<file path="src/hw/rtl/tgds_pkg.sv">
// Shared types and constants of the torus grid diffusion step unit.
package tgds_pkg;

   localparam int OPCODE_W    = 2;
   localparam int ROW_W       = 5;
   localparam int COL_W       = 5;
   localparam int CONC_PORT_W = 24;
   localparam int STATUS_W    = 2;
   localparam int COEFF_W     = 14;
   localparam int DFRAC       = 16;
   localparam int PORTS       = 3;
   localparam int PADDR_W     = 2;
   localparam int PDATA_W     = 32;
   localparam int LANE_LAT    = 5;
   localparam int WIN         = 9;
   localparam int WIN_CENTER  = 4;

   localparam logic [COEFF_W-1:0] COEFF_RESET = 14'd6554;

   typedef enum logic [OPCODE_W-1:0] {
      OP_WRITE = 2'd0,
      OP_READ  = 2'd1,
      OP_STEP  = 2'd2
   } opcode_type;

   typedef enum logic [STATUS_W-1:0] {
      STATUS_WRITE_ACK = 2'd0,
      STATUS_READ_DATA = 2'd1,
      STATUS_STEP_DONE = 2'd2
   } status_type;

   typedef enum logic [1:0] {
      ST_IDLE,
      ST_SCAN,
      ST_DRAIN
   } state_type;

   typedef struct packed {
      logic valid;
      logic last;
   } tag_type;

endpackage

</file>
<file path="src/hw/rtl/tgds_lane.sv">
// One metabolite lane: pipelined 8-neighbour diffusion update of one value.
module tgds_lane #(
   parameter int CONC_BITS = 24
) (
   input  logic                                          clock,
   input  logic [tgds_pkg::COEFF_W-1:0]                  coeff,
   input  logic [tgds_pkg::WIN-1:0][CONC_BITS-1:0]       win,
   output logic [CONC_BITS-1:0]                          result
);

   localparam int PAIR_W = CONC_BITS + 1;
   localparam int SUM_W  = CONC_BITS + 3;
   localparam int DIFF_W = CONC_BITS + 4;
   localparam int PROD_W = DIFF_W + tgds_pkg::COEFF_W + 1;
   localparam int N_W    = PROD_W + 1;
   localparam int Q_W    = N_W - 1 - tgds_pkg::DFRAC;

   logic [3:0][PAIR_W-1:0]     pair_ff, pair_in;
   logic [CONC_BITS-1:0]       v1_ff, v2_ff, v3_ff, v4_ff;
   logic [SUM_W-1:0]           sum_ff, sum_in;
   logic signed [DIFF_W-1:0]   diff_ff, diff_in;
   logic signed [PROD_W-1:0]   prod_ff, prod_in;
   logic signed [tgds_pkg::COEFF_W:0] coeff_s;
   logic [CONC_BITS-1:0]       result_ff, result_in;
   logic signed [N_W-1:0]      n_val;
   logic [Q_W-1:0]             q_val;

   always_comb begin
      pair_in[0] = PAIR_W'(win[0]) + PAIR_W'(win[1]);
      pair_in[1] = PAIR_W'(win[2]) + PAIR_W'(win[3]);
      pair_in[2] = PAIR_W'(win[5]) + PAIR_W'(win[6]);
      pair_in[3] = PAIR_W'(win[7]) + PAIR_W'(win[8]);
      sum_in     = (SUM_W'(pair_ff[0]) + SUM_W'(pair_ff[1]))
                 + (SUM_W'(pair_ff[2]) + SUM_W'(pair_ff[3]));
      diff_in    = $signed(DIFF_W'(sum_ff)) - $signed(DIFF_W'({v2_ff, 3'b000}));
      coeff_s    = $signed({1'b0, coeff});
      prod_in    = PROD_W'(coeff_s) * PROD_W'(diff_ff);
      n_val      = $signed(N_W'({v4_ff, {tgds_pkg::DFRAC{1'b0}}})) + N_W'(prod_ff);
      q_val      = n_val[N_W-2:tgds_pkg::DFRAC];
      if (n_val[N_W-1]) begin
         result_in = '0;
      end else if (|q_val[Q_W-1:CONC_BITS]) begin
         result_in = '1;
      end else begin
         result_in = q_val[CONC_BITS-1:0];
      end
   end

   always_ff @(posedge clock) begin
      pair_ff   <= pair_in;
      v1_ff     <= win[tgds_pkg::WIN_CENTER];
      sum_ff    <= sum_in;
      v2_ff     <= v1_ff;
      diff_ff   <= diff_in;
      v3_ff     <= v2_ff;
      prod_ff   <= prod_in;
      v4_ff     <= v3_ff;
      result_ff <= result_in;
   end

   assign result = result_ff;

endmodule

</file>
<file path="config.mk">
export PLATFORM = sky130hd
export DESIGN_NAME = tgds_lane
export DESIGN_NICKNAME = d
export VERILOG_FILES = /design/src/hw/rtl/tgds_pkg.sv /design/src/hw/rtl/tgds_lane.sv
export SDC_FILE = /design/constraint.sdc
export NUM_CORES = 2
export LEC_CHECK = 0
export BUFFER_PORTS_ARGS = -buffer_cell sky130_fd_sc_hd__buf_2
export CORE_MARGIN = 5
export CORE_UTILIZATION = 55
export CTS_BUF_LIST = sky130_fd_sc_hd__clkbuf_4 sky130_fd_sc_hd__clkbuf_8
export CTS_CLUSTER_DIAMETER = 100
export DETAILED_ROUTE_END_ITERATION = 12
export HOLD_SLACK_MARGIN = 0.05
export PLACE_DENSITY = 0.81
export SYNTH_ARGS = -nofsm -noshare
export SYNTH_HDL_FRONTEND = slang
export SYNTH_SLANG_ARGS = --single-unit
</file>
<file path="constraint.sdc">
create_clock -name clock -period 8.01 [get_ports clock]
set_input_delay 0.801 -clock clock [delete_from_list [all_inputs] [get_ports clock]]
set_output_delay 0.801 -clock clock [all_outputs]
set_load 0.01 [all_outputs]
</file>
==> metrics.cfg <==
[cts]
cts-root-buf = clkbuf_8
cts_resized = 0
cts_buffers = 47
cts_max_level = 2
clk_path_buf_depth = 3
hold_buffers = 0
post_cts_buffers = 0
cts_sinks = 302
clkLatencyLatePin_ns = 0.57
cts_tree = yes
clk_pin_slew_worst_paths_ns = 0.07

[setup_path]
cp_data_required_time_ns = 8.46
critPathMaxStageDelay_ns = 0.84
criticalPathCategory = flip-flop to flip-flop
startpoint_type = flip-flop
arrival_ns = 7.52
reg2reg_from = diff_ff[27]
crit_family = adder cells
regToRegEndpoint = prod_ff[41]
worstPathCellList = nand2_1 -> fa_1 -> inv_1 -> fa_1 -> inv_1 -> fa_1 -> inv_1 -> fa_1 -> fa_1 -> inv_1 -> fa_1 -> inv_1 -> ha_1 -> a21o_1 -> a21o_1 -> a21o_1 -> a21o_1 -> a21o_1 -> a21o_1 -> a21o_1 -> a31oi_1 -> o21ai_1 -> nor4b_4
crit_slowest_cell = fa_1
cp-end-kind = flip-flop
cp_max_fo = 14
rr_worst_depth = 23
crit_top_cell = a21o_1
worst-path-buf-inv = 5
r2r_setup_slack_ns = 0.94

[yosys]
ys_warn_count = 0
netlist_top_cells_area = fa_1 30%, dfxtp_1 22%, ha_1 12%
post_synth_instance_area_mm2 = 0.02810
async_flop_share = 0
synthFlopType = dfxtp_1
syn_area_per_cell_um2 = 9.667
ys_types = 81
synth_edf_count = 0
yosysSeqAreaShare = 0.2151
synth_top_area_share = 0.2971
yosys_register_bits = 302
synth_nets = 3821
synth_cells = 2907
synth.largest_area_cell = fa_1

[sta]
finalHoldViolCount = 0
setup_tns_ns = 0
fmax_mhz = 141.5
setup_violations = 0
finalClockSkew_ns = 0.03379
fin_crit_ns = 7.068
relSlewSlack = 0.2060
worst_pin_slew_ns = 1.191
rsz0062_at_grt = no
period_share = 0.8823
final_max_slew_viol_count = 0

[outcome]
status = finished clean

[layout]
final-instance-count-excl-fill = 3868
finish.instance_area_mm2 = 0.03118
nNetsFinal = 4072
drive_gt1_frac = 0.1250
area_delta_synth_final_pct = 10.95
final_util = 0.6189

[hold_path]
whs_endpoint = v4_ff[11]
min_path_type = flip-flop to flip-flop
hold_path_depth = 0
min_from = v3_ff[11]

[detailed_routing]
routed_wl_um = 65810
drtIter0Drc = 932
drc = 0
vias = 20670
drt_pass1_iterations = 5
drtAntennaViolNets = 0
wl_per_cell_um = 17.01
vias_per_cell = 5.343

[global_routing]
grt_pass1_vias = 22160
grt-ovfl-total = 0
grt_use_total = 0.2375
antenna_found_initial = 7
grt_pass1_wl_um = 108300
grt_max_degree = 29

[placement]
dp_cells = 3781
placed_area_mm2 = 0.03006
post-dp-hpwl_um = 55440
gp_congestion = 0.9684
port_buffers = 254

[floorplanning]
pin_count = 255
fp.dieW_um = 236.0
dieArea_mm2 = 0.05571
rows = 82
start_util = 0.5578
design.core.area_mm2 = 0.05038
die_h_um = 236.0

[run]
maxCapViolCount = 0

-- placed cells by master (no fill, tap or decap), types with 6 or more instances in the layout --
| cell type | instances |
|---|---|
| a211o_1 | 7 |
| a211oi_1 | 17 |
| a21boi_0 | 6 |
| a21o_1 | 41 |
| a21oi_1 | 126 |
| a21oi_2 | 11 |
| a31o_2 | 6 |
| a31oi_1 | 15 |
| and2_1 | 256 |
| and3_1 | 13 |
| buf_2 | 254 |
| buf_4 | 16 |
| bufinv_16 | 8 |
| clkbuf_4 | 6 |
| clkbuf_8 | 53 |
| clkinv_2 | 11 |
| dfxtp_1 | 302 |
| fa_1 | 417 |
| ha_1 | 266 |
| inv_1 | 492 |
| nand2_1 | 214 |
| nand2b_1 | 21 |
| nand3_1 | 32 |
| nand4_1 | 6 |
| nor2_1 | 115 |
| nor2b_1 | 29 |
| nor3_1 | 39 |
| o2111ai_1 | 6 |
| o211ai_1 | 7 |
| o21a_1 | 32 |
| o21ai_0 | 73 |
| o21bai_1 | 18 |
| or2_2 | 9 |
| or3_1 | 17 |
| xnor2_1 | 114 |
| xor2_1 | 46 |
-- registers in the layout, indices dropped and copies added (netlist names) --
name and flops:
v1_ff 24, v4_ff 24, pair_ff 100, diff_ff 28, v2_ff 24, sum_ff 27, prod_ff 27, v3_ff 24
result 24
-- synthesized netlist by cell type (7+ instances only) --
| cell type | instances |
|---|---|
| inv_1 | 492 |
| fa_1 | 417 |
| dfxtp_1 | 302 |
| ha_1 | 266 |
| and2_1 | 256 |
| nand2_1 | 214 |
| a21oi_1 | 126 |
| nor2_1 | 115 |
| xnor2_1 | 114 |
| o21ai_0 | 73 |
| clkbuf_1 | 62 |
| xor2_1 | 46 |
| a21o_1 | 41 |
| nor3_1 | 39 |
| nand3_1 | 32 |
| o21a_1 | 32 |
| nor2b_1 | 29 |
| nand2b_1 | 21 |
| o21bai_1 | 18 |
| a211oi_1 | 17 |
| or3_1 | 17 |
| a31oi_1 | 15 |
| and3_1 | 13 |
| a21oi_2 | 11 |
| or2_2 | 9 |
| a211o_1 | 7 |
| o211ai_1 | 7 |
-- metal layers --
layer / vias to the layer above / part of all wire / GRT usage
li1: 9747 / - / -
met1: 9979 / 0.40 / 0.2865
met2: 752 / 0.49 / 0.4169
met3: 183 / 0.068 / 0.04497
met4: 6 / 0.045 / 0.1013
met5: - / 0.00070 / 0
-- logic make-up (layout without fill, tap and decap cells) --
kind of cell / count (synthesis) / in the layout / share of synthesized area
buffers and inverters: 560 / 845 / 0.07543
AOI/OAI and AO/OA: 428 / 428 / 0.1019
DFF: 302 / 302 / 0.2151
other: 0 / 4 / 0
muxes: 2 / 2 / 0.0007124
and+or+nand+nor: 772 / 772 / 0.1414
xor gates and xnor gates: 160 / 160 / 0.04987
adders and majority gates: 683 / 683 / 0.4155
-- area by class of cell --
class / instances / area (µm²)
Inverter: 492 / 1847
Timing Repair Buffer: 270 / 1391
Multi-Input combinational cell: 2045 / 19940
Sequential cell: 302 / 6046
Antenna cell: 4 / 10.01
Clock inverter: 24 / 334.1
Clock buffer: 59 / 774.5
Fill cell: 4171 / 19200
Tap cell: 672 / 840.8
-- worst max-delay path by stage --
| stage | startpoint | to | slack [ns] | cells after the start |
|---|---|---|---|---|
| after CTS | diff_ff[27] | prod_ff[41] | 0.97 | 23 |
| after global routing | diff_ff[27] | prod_ff[41] | 0.57 | 23 |
| after floorplan | coeff[6] | prod_ff[41] | 1.16 | 23 |
| after detailed placement | coeff[0] | prod_ff[41] | 0.50 | 24 |
| final | diff_ff[27] | prod_ff[41] | 0.94 | 23 |
| after global placement | coeff[0] | prod_ff[41] | 0.63 | 24 |
-- through the flow --
| stage | hold WS (ns) | setup slack, ns |
|---|---|---|
| 3_5_place_dp | 0.3121 | 0.4980 |
| 6_report | 0.3136 | 0.9424 |
| 5_1_grt | 0.2910 | 0.5742 |
| 4_1_cts | 0.2779 | 0.9724 |
| 3_3_place_gp | 0.3100 | 0.6284 |
| 2_1_floorplan | 0.3096 | 1.163 |
Power is not shown: default switching activity piles up to over one toggle a cycle in this logic, so the estimate is an artifact.
